### src/rtl/grp_pkg.sv
// Shared types, sizes and codes for the guillotine rectangle packer.
// No dependencies; imported by every module of the block.
package grp_pkg;

    localparam int MAX_FREE   = 64;
    localparam int COORD_BITS = 16;
    localparam int IDX_W      = $clog2(MAX_FREE);
    localparam int CNT_W      = $clog2(MAX_FREE + 1);
    localparam int AREA_W     = 2 * COORD_BITS;

    typedef logic [COORD_BITS-1:0] coord_t;
    typedef logic [AREA_W-1:0]     area_t;
    typedef logic [IDX_W-1:0]      idx_t;
    typedef logic [CNT_W-1:0]      cnt_t;

    typedef struct packed {
        coord_t x;
        coord_t y;
        coord_t w;
        coord_t h;
    } rect_t;

    // Result status codes
    localparam logic [2:0] ST_PLACED  = 3'd0;
    localparam logic [2:0] ST_NOFIT   = 3'd1;
    localparam logic [2:0] ST_OVERFLOW = 3'd2;
    localparam logic [2:0] ST_FAILED  = 3'd3;
    localparam logic [2:0] ST_STARTED = 3'd4;

    // Command codes
    localparam logic CMD_START = 1'b0;
    localparam logic CMD_PLACE = 1'b1;

    // Register indexes
    localparam logic [1:0] REG_X = 2'd0;
    localparam logic [1:0] REG_Y = 2'd1;
    localparam logic [1:0] REG_W = 2'd2;
    localparam logic [1:0] REG_H = 2'd3;

    typedef enum logic [2:0] {
        OP_HOLD,
        OP_ROT,
        OP_SEED,
        OP_REMOVE,
        OP_SPLIT
    } cell_op_t;

    typedef struct packed {
        cell_op_t op;
        idx_t     bi;
        cnt_t     cnt;
        cnt_t     cnt_m1;
    } cell_ctl_t;

    typedef struct packed {
        logic  found;
        idx_t  bi;
        rect_t entry;
    } scan_res_t;

endpackage

### src/rtl/grp_cell.sv
// One cell of the free-rectangle chain: holds one entry, loads from its neighbor, the head, the seed or a split piece.
// Depends on grp_pkg.
module grp_cell (
    input  logic              clk,
    input  grp_pkg::idx_t     idx,
    input  grp_pkg::cell_ctl_t ctl,
    input  grp_pkg::rect_t    nxt,
    input  grp_pkg::rect_t    head,
    input  grp_pkg::rect_t    seed,
    input  grp_pkg::rect_t    c1,
    input  grp_pkg::rect_t    c2,
    output grp_pkg::rect_t    ent
);
    import grp_pkg::*;

    rect_t ent_reg;
    rect_t ent_next;
    cnt_t  my_cnt;

    assign my_cnt = CNT_W'(idx);
    assign ent    = ent_reg;

    always_comb
    begin
        ent_next = ent_reg;
        unique case (ctl.op)
            OP_HOLD:
            begin
                ent_next = ent_reg;
            end
            OP_ROT:
            begin
                // last live entry wraps to the head
                ent_next = (my_cnt == ctl.cnt_m1) ? head : nxt;
            end
            OP_SEED:
            begin
                if (idx == '0)
                    ent_next = seed;
            end
            OP_REMOVE:
            begin
                if (idx >= ctl.bi)
                    ent_next = nxt;
            end
            OP_SPLIT:
            begin
                if (my_cnt == ctl.cnt_m1)
                    ent_next = c2;
                else if (my_cnt == ctl.cnt)
                    ent_next = c1;
                else if (idx >= ctl.bi)
                    ent_next = nxt;
            end
            default:
            begin
                ent_next = ent_reg;
            end
        endcase
    end

    always_ff @(posedge clk)
    begin
        ent_reg <= ent_next;
    end

endmodule

### config.mk
export PLATFORM = sky130hd
export DESIGN_NAME = grp_cell
export DESIGN_NICKNAME = d
export VERILOG_FILES = /design/src/rtl/grp_pkg.sv /design/src/rtl/grp_cell.sv
export SDC_FILE = /design/constraint.sdc
export NUM_CORES = 1
export LEC_CHECK = 0
export BUFFER_PORTS_ARGS = -buffer_cell sky130_fd_sc_hd__buf_2
export CELL_PAD_IN_SITES_DETAIL_PLACEMENT = 2
export CELL_PAD_IN_SITES_GLOBAL_PLACEMENT = 2
export CORE_UTILIZATION = 26
export DETAILED_ROUTE_END_ITERATION = 12
export GPL_TIMING_DRIVEN = 0
export HOLD_SLACK_MARGIN = 0.06
export PLACE_DENSITY_LB_ADDON = 0.1
export SKIP_LAST_GASP = 1
export SLEW_MARGIN = 10
export SYNTH_ARGS = -nofsm -noshare
export SYNTH_HDL_FRONTEND = slang
export SYNTH_SLANG_ARGS = --single-unit
export TNS_END_PERCENT = 50
### constraint.sdc
create_clock -name clk -period 8.3 [get_ports clk]
set_input_delay 1.245 -clock clk [delete_from_list [all_inputs] [get_ports clk]]
set_output_delay 1.245 -clock clk [all_outputs]
set_load 0.03 [all_outputs]
### Word level (Yosys, flattened, before mapping)

Cells that the tools add are included.

* register bits after elaboration: 64
* input port bits: 350
* output and inout port bits: 64

* $lt $le $gt $ge: 1
* equality and inequality tests: 7
* mux-type cells: 6
* reduce and logical (&&, ||, !) cells: 3

Operator list (count)
* two-way mux 64 bit: 5
* case mux 64 bit (4 select lines): 1
* equality test 6 x 7 -> 1 bit: 2
* equality test 3 x 2 -> 1 bit, second input constant: 2
* greater-or-equal comparator 6 bit: 1
* zero test 6 bit: 1
* nonzero test 4 bit: 1
* equality test 3 x 1 -> 1 bit, second input constant: 1
* equality test 3 bit, second input constant: 1
* inequality test 2 bit, second input constant: 1
* AND reduction 2 bit: 1

### Depth between registers and ports, before layout

* depth in word-level cells: 5
* depth in mapped cells: 10
* gate-level depth less buffers: 7

### Least setup slack after synthesis

OpenSTA, ideal clock, no wires.

* kind: in2reg
* from: input ctl[20] (netlist name)
* to: register ent_reg, in the netlist ent[0], enable pin
* library setup time: 574 ps
* data arrival time: 6368 ps
* required time: 7726 ps
* path slack: 1357 ps
* stages: 4
* buffers on the path: 2
* path through: clkbuf_1 buf_1 a21oi_1 o21ai_0

* longest elaborated chain between the ends: 3

Ends and longest elaborated chain
* start: declaration: line grp_cell.sv:6 `input grp_pkg::cell_ctl_t ctl,`
* equality test 3 bit (tied with other cells): line grp_cell.sv:26 `unique case (ctl.op)`
* nonzero test 4 bit (no source line) or inequality test 2 bit (tied branches)
* AND reduction 2 bit (no source line) (*)
* end signal: assignment: line grp_cell.sv:64 `ent_reg <= ent_next;`
* end: declaration: line grp_cell.sv:16 `rect_t ent_reg;`

Every way passes the cells marked *; elsewhere a longest branch is shown, timed or not.
A chain may end at the register's enable or synchronous reset.

### Final worst setup path

* from: input ctl[20] (netlist name)
* to: register ent_reg, in the netlist ent[46], enable pin

The elaborated chain is that of the path after synthesis.

==> results by group <==
Route
  – First-pass DRT Iterations: 5
  – Drt via density: 5.83
  – WL/cell: 25.4 um
  – Via count: 12398
  – Post-Route WL: 54100 um
  – DRT iter0 DRCs: 819
  – Antenna Violating Nets Remaining: 0
  – Remaining DRCs: 0

Worst setup path
  – WP data required: 8.37 ns
  – RR Startpoint: ent[53]$_DFFE_PP_
  – R2r endpoint: ent[53]$_DFFE_PP_
  – R2R setup slack: 6.73 ns
  – CP arrival: 3.73 ns
  – R2R cell count: 4
  – CP max FO: 20
  – Critical path class: input pin to flip-flop
  – Worst Setup Start Kind: input pin
  – Element type at the critical path end: flip-flop

Power and ir drop
  – PnR Total Power: 1480 uW
  – Worst IR Drop VDD: 0.108 mV
  – Leakage power: 0.00480 uW
  – Cell Pwr Density: 121 mW/mm^2

Yosys
  – Syn Std Cell Area: 0.00916 mm^2
  – Library cells used by synthesis: 43
  – Largest family of logic cells by synthesized area: compound AO/OA/AOI/OAI gates
  – Post-Synth XOR/XNOR Area: 0.0115
  – Post-synthesis compound-gate area fraction: 0.413
  – Post-synthesis sequential area ratio: 0.210
  – Syn avg cell area: 7.45 um^2
  – Post-synth top flop: edfxtp_1
  – Synth warn: 0
  – EDFF count, synth: 64
  – FF+latch count, synth: 64
  – Post-Syn Instances: 1229
  – Post-Syn Nets: 1585
  – Ys async rst share: 0
  – Adder-cell area share of the yosys netlist: 0.00820
  – Mux contribution to synthesized area: 0
  – Fraction of the mapped netlist area in simple logic gates: 0.252

Finish
  – Fin cells: 2127
  – P&R area growth vs syn: 33.1%
  – Max reg flops: 64
  – Final Util: 0.352
  – Fill count: 4230
  – Seq. cell area: 0.00192 mm^2
  – Area occupied by multi-input gates: 0.00628 mm^2
  – Layout cell share with drive strength beyond 1: 0.314
  – Final nets: 2012

Floorplan
  – Die Area: 0.0360 mm^2
  – Die width: 190 um
  – # IOs: 414
  – Core footprint: 0.0346 mm^2
  – Initial Util: 0.264
  – # rows: 68
  – Die Y: 190 um

Hold path
  – Worst Hold Depth: 4
  – HP Class: flip-flop to flip-flop
  – Hold endpoint: ent[62]$_DFFE_PP_
  – Hold_sp: ent[62]$_DFFE_PP_

Global routing
  – First-pass GRT wire length: 79600 um
  – Grt ovf: 0
  – GR Util All Layers: 0.292
  – Number of global-route vias before repair: 13067
  – Antenna violations before repair: 14
  – Pin count of the biggest net entering global routing: 21

Placement
  – IO Port Bufs: 413
  – Placed instance count: 2100
  – Hpwl dp: 40500 um
  – Final Wtd Congestion: 0.860

STA
  – Fmax: 274 MHz
  – Slew Limit Fails: 0
  – Final setup viols: 0
  – Clk_skew: 0 ns
  – Tightest Pin Transition: 0.927 ns
  – Period minus WS final: 3.65 ns
  – Crit share post-route: 0.440
  – Relative slew slack: 0.380
  – RSZ-0062 raised after global routing: no
  – WHS: 0.980 ns
  – Hold violation count in the final report: 0
  – Sum Neg Setup Slack: 0 ns

Job
  – Max-cap violation count: 0

Clock network
  – Hold-fix buffers, CTS: 0
  – Clock root buffer: clkbuf_16
  – Max clock buf depth: 2
  – Setup bufs post-CTS: 0
  – Worst skew pair latency: 0.37 ns
  – Total CTS buffers: 9
  – Clk pin slew, worst setup/hold paths: 0.07 ns
  – Post-CTS Resized: 0
  – Clock net sink count: 64
  – H-tree depth: 3
  – CTS tree: yes

Status
  – Status: finished clean
-- cell families after synthesis --
family	count (synthesis)
adders and majority gates	6
xor gates and xnor gates	12
AOI/OAI and AO/OA	455
and+or+nand+nor	466
buffers and inverters	226
DFF	64
-- per-layer routing --
metal  vias up  GRT usage  wire length, um
li1       5666          -                -
met1      6164      0.382            24200
met2       489      0.497            25800
met3        71     0.0387             3080
met4         8     0.0915             1020
met5         -          0               57
-- power by group --
part	leakage (uW)	internal, uW	switching, uW	total [uW]
clock	0.000138	231	186	417
combinational	0.00405	231	418	649
sequential	0.000609	395	15.0	410
total	0.00480	856	619	1480
-- placed cells by master, fill, tap and decap left out, drive strengths merged --
cell type  netlist  final
buf             67    483
nand2          131    131
nor2           129    129
clkbuf          89    100
inv             70     70
o21ai           65     65
and3            64     64
nand3           64     64
a2bb2oi         64     64
o32ai           64     64
nand3b          64     64
edfxtp          64     64
o211ai          64     64
a2111oi         64     64
o311ai          64     64
a211oi          64     64
xor2            12     12
diode            0     11
ha               6      6
a21oi            4      4
clkinv           0      4
nand2b           3      3
nor3             3      3
nor2b            2      2
a21o             2      2
nor4             2      2
and4             1      1
and2             1      1
and4b            1      1
nor4b            1      1
bufinv           0      1
-- worst max path at each step --
stage / end / cells after the start / start / slack [ns]
3_5_place_dp: ent[46]$_DFFE_PP_ / 9 / idx[0] / 4.24
4_1_cts: ent[46]$_DFFE_PP_ / 6 / ctl[20] / 4.65
3_3_place_gp: ent[46]$_DFFE_PP_ / 5 / ctl[20] / -3.81
2_1_floorplan: ent[0]$_DFFE_PP_ / 4 / ctl[20] / 1.36
6_report: ent[46]$_DFFE_PP_ / 6 / ctl[20] / 4.65
5_1_grt: ent[42]$_DFFE_PP_ / 9 / idx[0] / 4.46
-- worst max-delay path, stage by stage --
cell and delay (ns):
buf_2 0.12, clkbuf_1 0.57, buf_1 0.57, a21oi_1 0.16, o21ai_4 0.76, buf_12 0.28
-- cell type report --
class	count	area share
diodes	11	0.00226
plain buffers	156	0.0578
clock buffers	11	0.0191
clock inverters	5	0.00390
inverters	70	0.0216
multi-input cells	939	0.515
flip-flops and latches	64	0.158
well taps	455	0.0467
repair buffers	416	0.176
-- synth_stat cells, types with 2 or more instances --
library cell	number	area, um^2
buf_2	38	190
ha_1	6	75.1
buf_6	9	101
nand2_1	130	488
nand3_1	64	320
and3_1	64	400
a2111oi_1	10	100
a211oi_2	29	363
a2bb2oi_1	64	561
o211ai_2	8	100
inv_1	70	263
o311ai_1	11	96.3
o211ai_1	56	420
buf_1	19	71.3
a2111oi_0	54	473
nor2b_1	2	12.5
xor2_1	12	105
nor3_1	2	10.0
a21o_1	2	15.0
nand2b_1	2	12.5
a21oi_2	2	17.5
o32ai_1	64	561
a211oi_1	35	263
o21ai_0	64	320
edfxtp_1	64	1920
o311ai_0	53	464
clkbuf_1	89	334
nand3b_1	64	480
nor2_1	128	480
-- through the flow --
| step | instance area, um^2 | setup slack (ns) |
|---|---|---|
| finish | 12200 | 4.65 |
| global route | 12200 | 4.46 |
| CTS | 12200 | 4.65 |
| detailed placement | 11900 | 4.24 |
| global placement | 11800 | -3.81 |
| floorplan | 9160 | 1.36 |
Power figures use the tool's default switching activity.
