[src/rtl/grp_pkg.sv]
// Shared types, sizes and codes for the guillotine rectangle packer.
// No dependencies; imported by every module of the block.
package grp_pkg;

    localparam int MAX_FREE   = 64;
    localparam int COORD_BITS = 16;
    localparam int IDX_W      = $clog2(MAX_FREE);
    localparam int CNT_W      = $clog2(MAX_FREE + 1);
    localparam int AREA_W     = 2 * COORD_BITS;

    typedef logic [COORD_BITS-1:0] coord_t;
    typedef logic [AREA_W-1:0]     area_t;
    typedef logic [IDX_W-1:0]      idx_t;
    typedef logic [CNT_W-1:0]      cnt_t;

    typedef struct packed {
        coord_t x;
        coord_t y;
        coord_t w;
        coord_t h;
    } rect_t;

    // Result status codes
    localparam logic [2:0] ST_PLACED  = 3'd0;
    localparam logic [2:0] ST_NOFIT   = 3'd1;
    localparam logic [2:0] ST_OVERFLOW = 3'd2;
    localparam logic [2:0] ST_FAILED  = 3'd3;
    localparam logic [2:0] ST_STARTED = 3'd4;

    // Command codes
    localparam logic CMD_START = 1'b0;
    localparam logic CMD_PLACE = 1'b1;

    // Register indexes
    localparam logic [1:0] REG_X = 2'd0;
    localparam logic [1:0] REG_Y = 2'd1;
    localparam logic [1:0] REG_W = 2'd2;
    localparam logic [1:0] REG_H = 2'd3;

    typedef enum logic [2:0] {
        OP_HOLD,
        OP_ROT,
        OP_SEED,
        OP_REMOVE,
        OP_SPLIT
    } cell_op_t;

    typedef struct packed {
        cell_op_t op;
        idx_t     bi;
        cnt_t     cnt;
        cnt_t     cnt_m1;
    } cell_ctl_t;

    typedef struct packed {
        logic  found;
        idx_t  bi;
        rect_t entry;
    } scan_res_t;

endpackage

[src/rtl/grp_scan.sv]
// Best-area-fit evaluator at the head of the chain: fit test, area, running minimum.
// Depends on grp_pkg.
module grp_scan (
    input  logic               clk,
    input  logic               rst_n,
    input  logic               start,
    input  logic               issue,
    input  grp_pkg::rect_t     head,
    input  grp_pkg::coord_t    rw,
    input  grp_pkg::coord_t    rh,
    input  grp_pkg::area_t     tarea,
    output grp_pkg::scan_res_t res
);
    import grp_pkg::*;

    idx_t  idx_reg;
    logic  v1_reg;
    logic  fit1_reg;
    area_t prod1_reg;
    rect_t ent1_reg;
    idx_t  idx1_reg;
    logic  found_reg;
    area_t best_reg;
    idx_t  bi_reg;
    rect_t be_reg;
    area_t d;
    logic  take;

    assign d    = prod1_reg - tarea;
    assign take = v1_reg && fit1_reg && (!found_reg || (d < best_reg));

    assign res = '{found: found_reg, bi: bi_reg, entry: be_reg};

    always_ff @(posedge clk or negedge rst_n)
    begin
        if (!rst_n)
        begin
            idx_reg   <= '0;
            v1_reg    <= 1'b0;
            found_reg <= 1'b0;
        end
        else if (start)
        begin
            idx_reg   <= '0;
            v1_reg    <= 1'b0;
            found_reg <= 1'b0;
        end
        else
        begin
            v1_reg <= issue;
            if (issue)
                idx_reg <= idx_reg + 1'b1;
            if (take)
                found_reg <= 1'b1;
        end
    end

    always_ff @(posedge clk)
    begin
        if (issue)
        begin
            fit1_reg  <= (rh <= head.h) && (rw <= head.w);
            prod1_reg <= head.w * head.h;
            ent1_reg  <= head;
            idx1_reg  <= idx_reg;
        end
        if (take)
        begin
            best_reg <= d;
            bi_reg   <= idx1_reg;
            be_reg   <= ent1_reg;
        end
    end

endmodule

[config.mk]
export PLATFORM = sky130hd
export DESIGN_NAME = grp_scan
export DESIGN_NICKNAME = d
export VERILOG_FILES = /design/src/rtl/grp_pkg.sv /design/src/rtl/grp_scan.sv
export SDC_FILE = /design/constraint.sdc
export NUM_CORES = 1
export LEC_CHECK = 0
export BUFFER_PORTS_ARGS = -buffer_cell sky130_fd_sc_hd__buf_2
export CAP_MARGIN = 15
export CORE_ASPECT_RATIO = 1.5
export CORE_MARGIN = 2
export CORE_UTILIZATION = 40
export DETAILED_ROUTE_END_ITERATION = 16
export SLEW_MARGIN = 10
export SYNTH_ARGS = -nofsm -noshare
export SYNTH_HDL_FRONTEND = slang
export SYNTH_SLANG_ARGS = --single-unit
[constraint.sdc]
create_clock -name clk -period 12.3 [get_ports clk]
set_input_delay 2.46 -clock clk [delete_from_list [all_inputs] [get_ports clk]]
set_output_delay 2.46 -clock clk [all_outputs]
set_load 0.01 [all_outputs]
# Yosys cells after proc, flatten, opt, wreduce, memory -nomap -nowiden
# Index checks and enable logic that the tools add are counted.
[totals]
input_bits = 132
wordCells = 34
ff_bits = 213
out_inout_bits = 71
[classes]
magnitude_cmp = 3
add_sub_neg = 2
mul = 1
mux = 5
reduce_logical = 7
[ops]
columns = ["operator", "count"]
rows = [
  ["$le 16x16->1", 2],
  ["$lt 32x32->1", 1],
  ["$mul 16x16->32", 1],
  ["$sub 32x32->32", 1],
  ["$mux 6", 2],
  ["$add 6x1->6 const B", 1],
  ["$reduce_bool 2->1", 2],
  ["$logic_and 1x1->1", 3],
  ["$mux 1", 3],
  ["$logic_not 1->1", 1],
  ["$logic_or 1x1->1", 1],
]

# Logic depth before layout (Yosys ltp)
# Gate-level depths: netlist of the first run.
[depth]
ltp_word = 6
ltp_mapped = 24
depth_no_buf = 22

# Worst setup path before layout of the first run
# Ideal clock, no wire load.
[synth_timing]
path_type = "input port to flip-flop"
startpoint = "input port tarea[10]"
endpoint = "register best_reg[0] (enable)"
required_ns = 11.676
setup_time_ns = 0.624
slack_ns = 0.971
cell_stages = 18
n_path_buf = 1
arrival_time_ns = 10.706
cell_sequence = "inv_1 ha_1 buf_4 nand2_1 or4_4 o21a_1 o211a_2 o31a_1 o41ai_2 xor2_1 ha_1 a21o_1 a21o_1 a21oi_1 o21ai_0 nand2_1 nand4_1 a31oi_1"
[synth_between]
elab_chain_cells = 4
[synth_lines]
columns = ["element", "line_no", "rtl"]
rows = [
  ["start, declared", "grp_scan.sv:11", "input grp_pkg::area_t tarea,"],
  ["$sub 32x32->32", "grp_scan.sv:29", "assign d = prod1_reg - tarea;"],
  ["net d[29]", "grp_scan.sv:26", "area_t d;"],
  ["$lt 32x32->1", "grp_scan.sv:30", "assign take = v1_reg && fit1_reg && (!found_reg || (d < best_reg));"],
  ["$logic_or 1x1->1", "grp_scan.sv:30", ""],
  ["$logic_and 1x1->1", "grp_scan.sv:30", ""],
  ["net take", "grp_scan.sv:27", "logic take;"],
  ["end signal, assigned", "grp_scan.sv:69", "best_reg <= d;"],
  ["end, declared", "grp_scan.sv:23", "area_t best_reg;"],
]
# The timed path passes the listed nets, and every way through them passes these cells.
# A chain may end at the register's enable or synchronous reset.

# Worst setup path after layout of the first run
[layout_timing]
startpoint = "input port head[24] (netlist bit)"
endpoint = "register prod1_reg[24], data pin"
[layout_between]
elab_chain_cells = 1
[layout_lines]
columns = ["element", "line_no", "rtl"]
rows = [
  ["start, declared", "grp_scan.sv:8", "input grp_pkg::rect_t head,"],
  ["$mul 16x16->32", "grp_scan.sv:63", "prod1_reg <= head.w * head.h;"],
  ["end signal, assigned", "grp_scan.sv:63", ""],
  ["end, declared", "grp_scan.sv:19", "area_t prod1_reg;"],
]
# No other way between the ends.

==> results of run 1 <==
==> cell usage after synthesis (17+ instances only) <==
| cell | count |
|---|---|
| inv_1 | 312 |
| edfxtp_1 | 205 |
| ha_1 | 199 |
| fa_1 | 195 |
| nand2_1 | 183 |
| nor2_1 | 146 |
| a21oi_1 | 69 |
| a21o_1 | 49 |
| o21ai_0 | 47 |
| clkbuf_1 | 39 |
| xnor2_1 | 34 |
| xor2_1 | 27 |
| and2_1 | 22 |
| nand4_1 | 20 |
| nand3_1 | 17 |
==> critical path: cells and delay by family <==
| kind | cells | cell delay (ns) |
|---|---|---|
| adder cells (fa/ha/maj) | 7 | 3.16 |
| AO/OA/AOI/OAI | 3 | 1.01 |
| buffers and inverters | 6 | 0.91 |
| AND/OR/NAND/NOR | 3 | 0.79 |
| XOR/XNOR | 1 | 0.19 |
==> layout by cell type (no fill, tap or decap), types with 8 or more instances in the layout <==
cell,synthesis,routed
clkinv_1,3,9
buf_2,1,201
nand2b_1,9,9
fa_1,195,195
dfrtp_1,8,8
a21o_1,49,49
a211oi_1,11,11
o21a_1,9,9
clkbuf_16,0,22
o21bai_1,12,12
xor2_1,27,27
and2_1,22,22
nor2b_1,9,9
nand3_1,17,17
nand2_1,183,183
nand4_1,20,20
nor2_1,146,146
ha_1,199,199
xnor2_1,34,34
a21oi_1,69,69
edfxtp_1,205,205
a31oi_1,12,11
o21ai_0,47,47
inv_1,312,312
==> through the flow <==
stage / utilization (%) / instances
after floorplan: - / 1723
after global placement: 44.0 / 2458
after detailed placement: 44.0 / 2458
after CTS: 45.5 / 2498
after global routing: 45.5 / 2499
final: 45.5 / 2499
==> worst max path at each step <==
stage,from,end,slack [ns],depth (start not counted)
6_report,head[24],prod1_reg[24],3.99,20
5_1_grt,head[6],prod1_reg[24],3.61,20
4_1_cts,head[6],prod1_reg[24],4.08,20
3_5_place_dp,head[6],prod1_reg[24],3.57,20
3_3_place_gp,head[10],prod1_reg[25],3.62,20
2_1_floorplan,tarea[10],best_reg[0],0.97,18
==> layout make-up <==
| class | count | area, sq um |
|---|---|---|
| Sequential cell | 213 | 6360 |
| Multi-Input combinational cell | 1140 | 10500 |
| Tap cell | 582 | 728 |
| Antenna cell | 1 | 2.50 |
| Timing Repair Buffer | 205 | 1040 |
| Clock inverter | 15 | 113 |
| Clock buffer | 25 | 562 |
| Inverter | 318 | 1190 |
| Fill cell | 4293 | 24500 |
==> cells by family (layout without fill, tap and decap cells) <==
logic type               Yosys count  in the layout
XOR/XNOR                          61             61
multiplexers                       2              2
buffers and inverters            370            563
AND/OR/NAND/NOR                  435            435
flip-flops                       213            213
AO/OA/AOI/OAI                    248            248
adder cells (fa/ha/maj)          394            394
other                              0              1
==> metal layers <==
metal	vias to the layer above	track usage, %	wire (microns)
li1	6028	-	-
met2	434	38.3	26000
met5	-	0	0
met4	0	10.6	2680
met1	6474	22.2	16700
met3	146	2.04	2360
==> report_power, final <==
group | internal [mW] | switching [mW]
combinational | 1.63 | 2.39
clock | 0.351 | 0.283
sequential | 1.09 | 0.0391
==> impl_metrics.env, run 1 <==
export IMPL_run_status="completed"
export IMPL_fin_crit_sh_pct=67.5
export IMPL_synth_top_family_by_area="adder cells"
export IMPL_fin_tns_setup_ns=0
export IMPL_finClkSkew_ns=0.0247
export IMPL_fin_total_pwr_mw=5.79
export IMPL_hold_viol=0
export IMPL_power_leakage_nw=9.71
export IMPL_synthArstFlopShare_pct=3.76
export IMPL_grt_remaining_overflow=0
export IMPL_rrSetupSlack_ns=6.26
export IMPL_whs_path_depth=0
export IMPL_ios=203
export IMPL_tightest_slew_ns=0.942
export IMPL_die_x_microns=178
export IMPL_reg2reg_to="res[10]"
export IMPL_dpl_cell_area_sq_um=19800
export IMPL_synth_xor_area_share_pct=2.93
export IMPL_synth_area_mux_share_pct=0.110
export IMPL_first_pass_iters=5
export IMPL_slew_viol_final=0
export IMPL_dr_total_vias=13082
export IMPL_hold_end="res[55]"
export IMPL_synth_simple_gate_area_share_pct=10.3
export IMPL_setup_worst_path_class="in2reg"
export IMPL_path_max_fanout=13
export IMPL_avgSynthCellArea_sq_um=10.6
export IMPL_synth_cells=1723
export IMPL_cts_made_buffers=22
export IMPL_synth_top_area_share_pct=33.7
export IMPL_core_region_area_sq_um=44900
export IMPL_areaGrowthSynthToFinish_pct=12.1
export IMPL_yosysSeqAreaShare_pct=34.8
export IMPL_peakVddDrop_mv=0.369
export IMPL_fmax_mhz=120
export IMPL_min_path_type="reg2reg"
export IMPL_ys_seq_elements=213
export IMPL_p_per_area_nw_per_um2=283
export IMPL_chipHeight_microns=266
export IMPL_numPortBuffers=202
export IMPL_slowest_stage="a221oi_1"
export IMPL_clock_root_buffer="clkbuf_16"
export IMPL_post_route_min_period_ns=8.31
export IMPL_grt_first_pass_wirelength_microns=73900
export IMPL_syn_area_sq_um=18200
export IMPL_cp_cell_sequence="buf_2 -> inv_1 -> nor2_1 -> fa_1 -> inv_1 -> fa_1 -> fa_1 -> inv_1 -> fa_1 -> fa_1 -> inv_1 -> fa_1 -> inv_1 -> ha_1 -> or3_1 -> nor4_1 -> o21ai_0 -> a221oi_1 -> o21ai_0 -> xor2_1"
export IMPL_fin_hold_ws_ns=0.418
export IMPL_drive_above_1_share_pct=13.2
export IMPL_yosysWarnings=0
export IMPL_max_slew_margin_pct=37.2
export IMPL_grt_pass1_vias=13806
export IMPL_cap_viol_max_count=0
export IMPL_synth_ff_type="edfxtp_1"
export IMPL_r2r_start="prod1_reg[10]"
export IMPL_crit_path_end_kind="flop"
export IMPL_rsz0062_at_grt="no"
export IMPL_startpoint_type="input port"
export IMPL_wl_per_cell_microns=19.1
export IMPL_rows=95
export IMPL_synth_cell_type_count=66
export IMPL_cp_common_cell="fa_1"
export IMPL_setup_viol=0
export IMPL_h_tree_depth=1
export IMPL_grt_usage_pct=20.4
export IMPL_ant_nets=0
export IMPL_grt_max_degree=72
export IMPL_postCtsHoldBufs=0
export IMPL_rr_worst_depth=18
export IMPL_initial_core_util_pct=40.6
export IMPL_final_net_count=2426
export IMPL_synthesis_nets=2249
export IMPL_cts_tree="built"
export IMPL_totalWireLength_microns=47800
export IMPL_synth_compound_area_share_pct=8.82
export IMPL_critPathRequiredTime_ns=12.54
export IMPL_synth_top_area_cell="edfxtp_1"
export IMPL_clk_pin_slew_worst_paths_ns=0.06
export IMPL_critPathArrivalTime_ns=8.55
export IMPL_synth_fa_ha_area_share_pct=35.0
export IMPL_clock_path_buffers=3
export IMPL_die_area_sq_um=47400
export IMPL_clock_latency_ns=0.53
export IMPL_worst_slack_ns=3.99
export IMPL_post_place_ws_ns=3.57
export IMPL_viasPerCell=5.23
export IMPL_clock_sinks=213
export IMPL_cts_setup_buffers=0
export IMPL_fin_area_sq_um=20500
export IMPL_ys_top_cells_by_area="edfxtp_1, fa_1, ha_1, inv_1, nand2_1"
export IMPL_synth_edf_count=205
export IMPL_hp_start="ent1_reg[55]"
export IMPL_dp_hpwl_microns=38400
export IMPL_slowest_delay_ns=0.56
export IMPL_gp_congestion=0.931
export IMPL_drc_errors=0
export IMPL_antenna_found_initial=1
export IMPL_cts_repair_resized=0
export IMPL_drt_iter0_markers=892
(Power assumes the default switching activity.)
==> inputs of run 2 (changes only) <==
==> constraint.sdc (replaced) <==
create_clock -name clk -period 8.41 [get_ports clk]
set_input_delay 1.682 -clock clk [delete_from_list [all_inputs] [get_ports clk]]
set_output_delay 1.682 -clock clk [all_outputs]
set_load 0.01 [all_outputs]
==> run 2 against run 1 <==
Effect of this change:
- power rose by 47%
- setup slack got worse by 2.9 ns
- final cell count rose by 0.40%
- largest cell class unchanged
- critical path type unchanged
- clock power rose by 43%
==> impl_metrics.env, run 2 (same netlist as run 1, synthesis figures left out) <==
export IMPL_initial_core_util_pct=40.6
export IMPL_cts_tree="built"
export IMPL_drc_errors=0
export IMPL_fin_tns_setup_ns=0
export IMPL_post_route_min_period_ns=7.33
export IMPL_rows=95
export IMPL_min_path_type="reg2reg"
export IMPL_power_leakage_nw=9.77
export IMPL_clock_path_buffers=3
export IMPL_critPathArrivalTime_ns=7.58
export IMPL_numPortBuffers=202
export IMPL_h_tree_depth=1
export IMPL_totalWireLength_microns=48200
export IMPL_clock_latency_ns=0.52
export IMPL_slew_viol_final=0
export IMPL_chipHeight_microns=266
export IMPL_grt_first_pass_wirelength_microns=74200
export IMPL_grt_remaining_overflow=0
export IMPL_drive_above_1_share_pct=13.8
export IMPL_final_common_cell="inv_1"
export IMPL_gp_congestion=0.916
export IMPL_die_area_sq_um=47400
export IMPL_peakVddDrop_mv=0.418
export IMPL_cts_made_buffers=21
export IMPL_startpoint_type="input port"
export IMPL_ios=203
export IMPL_fin_crit_sh_pct=87.2
export IMPL_cp_common_cell="fa_1"
export IMPL_cap_viol_max_count=0
export IMPL_cp_cell_sequence="buf_2 -> inv_1 -> nor2_1 -> fa_1 -> inv_1 -> fa_1 -> fa_1 -> inv_1 -> fa_1 -> fa_1 -> inv_1 -> fa_1 -> inv_1 -> ha_1 -> or3_1 -> nor4_1 -> o21ai_0 -> a221oi_1 -> o21ai_0 -> xor2_1"
export IMPL_critPathRequiredTime_ns=8.66
export IMPL_finClkSkew_ns=0.0132
export IMPL_fmax_mhz=136
export IMPL_final_cell_mix="inv_1, edfxtp_1, buf_2, ha_1, fa_1"
export IMPL_slowest_delay_ns=0.57
export IMPL_slowest_stage="a221oi_1"
export IMPL_hold_viol=0
export IMPL_first_pass_iters=5
export IMPL_dr_total_vias=13054
export IMPL_core_region_area_sq_um=44900
export IMPL_setup_worst_path_class="in2reg"
export IMPL_p_per_area_nw_per_um2=415
export IMPL_rsz0062_at_grt="no"
export IMPL_tightest_slew_ns=0.825
export IMPL_postCtsHoldBufs=0
export IMPL_final_core_util_pct=45.7
export IMPL_grt_pass1_vias=13934
export IMPL_clock_sinks=213
export IMPL_crit_path_end_kind="flop"
export IMPL_wl_per_cell_microns=19.2
export IMPL_setup_viol=0
export IMPL_dp_hpwl_microns=39300
export IMPL_antenna_found_initial=1
export IMPL_cts_setup_buffers=0
export IMPL_die_x_microns=178
export IMPL_drt_iter0_markers=816
export IMPL_clk_pin_slew_worst_paths_ns=0.06
export IMPL_viasPerCell=5.20
export IMPL_clock_root_buffer="clkbuf_16"
export IMPL_grt_max_degree=57
export IMPL_num_antenna_cells=0
export IMPL_areaGrowthSynthToFinish_pct=12.6
export IMPL_ant_nets=0
export IMPL_grt_usage_pct=20.5
export IMPL_run_status="completed"
export IMPL_cts_repair_resized=0
export IMPL_final_net_count=2438
export IMPL_path_max_fanout=13
export IMPL_max_slew_margin_pct=45.0
## run 2: cell count changes in the layout (fill, tap and decap cells not counted)
cell | previous run | this run
buf_12 | 0 | 1
clkinv_1 | 9 | 7
clkbuf_8 | 0 | 2
buf_4 | 4 | 16
clkbuf_16 | 22 | 21
diode_2 | 1 | 0
clkinv_8 | 1 | 0
## run 2: area by class of cell
| type | instances | area, sq um |
|---|---|---|
| clock inverter | 12 | 88.8 |
| sequential | 213 | 6360 |
| inverter | 318 | 1190 |
| tap | 582 | 728 |
| timing repair buffer | 218 | 1150 |
| multi-input combinational | 1140 | 10500 |
| fill | 4332 | 24400 |
| clock buffer | 26 | 564 |
## run 2: worst max-delay path, delay by kind of cell
| family | cells | cell delay [ns] |
|---|---|---|
| adders and majority gates | 7 | 3.33 |
| AOI/OAI and AO/OA | 3 | 0.97 |
| buffers and inverters | 6 | 0.71 |
| and+or+nand+nor | 3 | 0.71 |
| xor gates and xnor gates | 1 | 0.17 |
## run 2: final timing paths
path	cells past startpoint	startpoint	slack, ns	endpoint
worst max-delay path	20	head[5]	1.08	prod1_reg[24]
worst min-delay path	0	ent1_reg[37]	0.42	res[37]
worst max register to register	17	prod1_reg[10]	2.92	best_reg[26]
worst min register to register	0	ent1_reg[37]	0.42	res[37]
max in group asynchronous	1	rst_n	7.21	v1_reg
min in group asynchronous	1	rst_n	1.01	idx_reg[1]
## run 2: through the flow
step	power [mW]	setup WS, ns	hold slack, ns	area, sq um	instances
floorplan	6.12	0.00611	0.400	18300	1723
global placement	7.56	0.640	0.400	19900	2471
detailed placement	7.65	0.599	0.405	19900	2471
CTS	8.60	1.13	0.416	20500	2509
global route	9.39	0.759	0.424	20500	2509
finish	8.52	1.08	0.418	20500	2509
## run 2: power breakdown
part	internal, mW	switching, mW
clock network	0.508	0.396
logic	2.44	3.53
registers	1.60	0.0522
## run 2: layer usage
layer  global-route usage (%)  share of wire [%]
met1                     22.3                 35
met2                     38.7                 54
met3                     1.87                4.3
met4                     10.8                5.7
met5                        0              0.027
==> inputs of run 3 (changes only) <==
--- a/config.mk
+++ b/config.mk
@@ -9,7 +9,7 @@
 export CAP_MARGIN = 15
 export CORE_ASPECT_RATIO = 1.5
 export CORE_MARGIN = 2
-export CORE_UTILIZATION = 40
+export CORE_UTILIZATION = 25
 export DETAILED_ROUTE_END_ITERATION = 16
 export SLEW_MARGIN = 10
 export SYNTH_ARGS = -nofsm -noshare
==> constraint.sdc (replaced) <==
create_clock -name clk -period 9.4 [get_ports clk]
set_input_delay 1.88 -clock clk [delete_from_list [all_inputs] [get_ports clk]]
set_output_delay 1.88 -clock clk [all_outputs]
set_load 0.01 [all_outputs]
==> run 3 against run 2 <==
Effect of this change:
- die area increased by 59%
- sequential power decreased by 9.7%
- critical path depth unchanged
- design area increased by 2.3%
- global-route usage decreased by 7.6 points
- power decreased by 9.8%
- via count decreased by 1.2%
- sequential share of layout area decreased by 0.69 points
- largest cell class unchanged
- highest routed layer unchanged
==> impl_metrics.env, run 3 (same netlist as run 1, synthesis figures left out) <==
export IMPL_run_status="completed"
export IMPL_chipHeight_microns=335
export IMPL_whs_path_depth=0
export IMPL_fin_area_sq_um=21000
export IMPL_h_tree_depth=1
export IMPL_peakVddDrop_mv=0.377
export IMPL_hold_end="res[34]"
export IMPL_ios=203
export IMPL_drt_iter0_markers=644
export IMPL_core_region_area_sq_um=72400
export IMPL_startpoint_type="input port"
export IMPL_clock_latency_ns=0.52
export IMPL_tightest_slew_ns=0.808
export IMPL_totalWireLength_microns=49000
export IMPL_postCtsHoldBufs=0
export IMPL_power_leakage_nw=9.77
export IMPL_drc_errors=0
export IMPL_rows=121
export IMPL_dpl_cell_area_sq_um=20200
export IMPL_cts_repair_resized=0
export IMPL_hold_viol=0
export IMPL_setup_viol=0
export IMPL_slew_viol_final=0
export IMPL_post_route_min_period_ns=7.74
export IMPL_grt_usage_pct=12.9
export IMPL_min_path_type="reg2reg"
export IMPL_grt_pass1_vias=13506
export IMPL_dpl_cell_count=2799
export IMPL_viasPerCell=4.54
export IMPL_gp_congestion=0.868
export IMPL_fin_hold_ws_ns=0.415
export IMPL_num_fill_cells=7514
export IMPL_final_net_count=2427
export IMPL_fin_total_pwr_mw=7.69
export IMPL_max_slew_margin_pct=46.2
export IMPL_cts_tree="built"
export IMPL_num_antenna_cells=0
export IMPL_p_per_area_nw_per_um2=366
export IMPL_crit_path_end_kind="flop"
export IMPL_clock_sinks=213
export IMPL_critPathArrivalTime_ns=7.99
export IMPL_fin_crit_sh_pct=82.3
export IMPL_numPortBuffers=202
export IMPL_fmax_mhz=129
export IMPL_reg2reg_to="best_reg[22]"
export IMPL_rsz0062_at_grt="no"
export IMPL_final_cell_mix="inv_1, edfxtp_1, buf_2, ha_1, fa_1"
export IMPL_grt_remaining_overflow=0
export IMPL_cts_setup_buffers=0
export IMPL_setup_worst_path_class="in2reg"
export IMPL_multiInputGateArea_sq_um=10500
export IMPL_finClkSkew_ns=0.0179
export IMPL_cap_viol_max_count=0
export IMPL_drive_above_1_share_pct=13.6
export IMPL_hp_start="ent1_reg[34]"
export IMPL_rrSetupSlack_ns=3.96
export IMPL_final_core_util_pct=29.0
export IMPL_rr_worst_depth=17
export IMPL_clock_path_buffers=3
export IMPL_dp_hpwl_microns=40500
export IMPL_worst_slack_ns=1.66
export IMPL_initial_core_util_pct=25.2
export IMPL_grt_first_pass_wirelength_microns=73900
export IMPL_ff_latch_area_sq_um=6360
export IMPL_clk_pin_slew_worst_paths_ns=0.06
export IMPL_post_place_ws_ns=1.22
export IMPL_first_pass_iters=5
export IMPL_clock_root_buffer="clkbuf_16"
export IMPL_path_max_fanout=13
export IMPL_grt_max_degree=61
export IMPL_areaGrowthSynthToFinish_pct=15.1
export IMPL_fin_tns_setup_ns=0
export IMPL_cts_made_buffers=22
export IMPL_antenna_found_initial=6
export IMPL_die_area_sq_um=75200
export IMPL_fin_cells=2839
export IMPL_r2r_start="prod1_reg[10]"
export IMPL_ant_nets=0
export IMPL_wl_per_cell_microns=17.3
export IMPL_die_x_microns=225
export IMPL_critPathRequiredTime_ns=9.65
export IMPL_final_common_cell="inv_1"
export IMPL_dr_total_vias=12897
run 3: changes by cell type in the layout (fill, tap and decap cells not counted):
cell        previous run  this run
buf_4                 16         4
bufinv_16              1         4
clkbuf_1               3         0
clkbuf_16             21        23
clkbuf_8               2         0
clkinv_1               7         4
clkinv_2               4         5
clkinv_4               0         1
clkinv_8               0         1
clkinvlp_4             2         3
inv_6                  1         2
run 3: final cells by class:
type	count	share of cell area, %
well taps	922	5.49
flip-flops and latches	213	30.3
repair buffers	206	5.03
clock inverters	17	1.02
clock buffers	23	2.74
inverters	318	5.68
multi-input cells	1140	49.8
run 3: worst max-delay path by stage:
stage              start            end  cells past startpoint
3_3_place_gp    head[19]  prod1_reg[25]                     20
3_5_place_dp    head[24]  prod1_reg[24]                     20
2_1_floorplan  tarea[10]    best_reg[0]                     18
5_1_grt         head[25]  prod1_reg[24]                     20
4_1_cts         head[24]  prod1_reg[24]                     20
6_report        head[25]  prod1_reg[24]                     20
run 3: worst max-delay path, stage by stage:
cell and delay (ns):
buf_2 0.37, inv_1 0.23, nor2_1 0.18, fa_1 0.44, inv_1 0.16, fa_1 0.44
fa_1 0.51, inv_1 0.05, fa_1 0.47, fa_1 0.54, inv_1 0.05, fa_1 0.53
inv_1 0.04, ha_1 0.24, or3_1 0.41, nor4_1 0.21, o21ai_0 0.17, a221oi_1 0.60
o21ai_0 0.28, xor2_1 0.19
run 3: layer usage:
metal,track usage (%),routed length (microns)
met2,24.7,26600
met4,7.47,2890
met5,0,41
met3,1.75,2070
met1,13.2,17400
run 3: power by group:
group | switching [mW] | internal (mW) | leakage (nW) | total [mW]
Combinational | 3.12 | 2.15 | 7.34 | 5.27
Clock | 0.375 | 0.562 | 0.382 | 0.937
Sequential | 0.0570 | 1.43 | 2.06 | 1.49
Total | 3.55 | 4.14 | 9.77 | 7.69
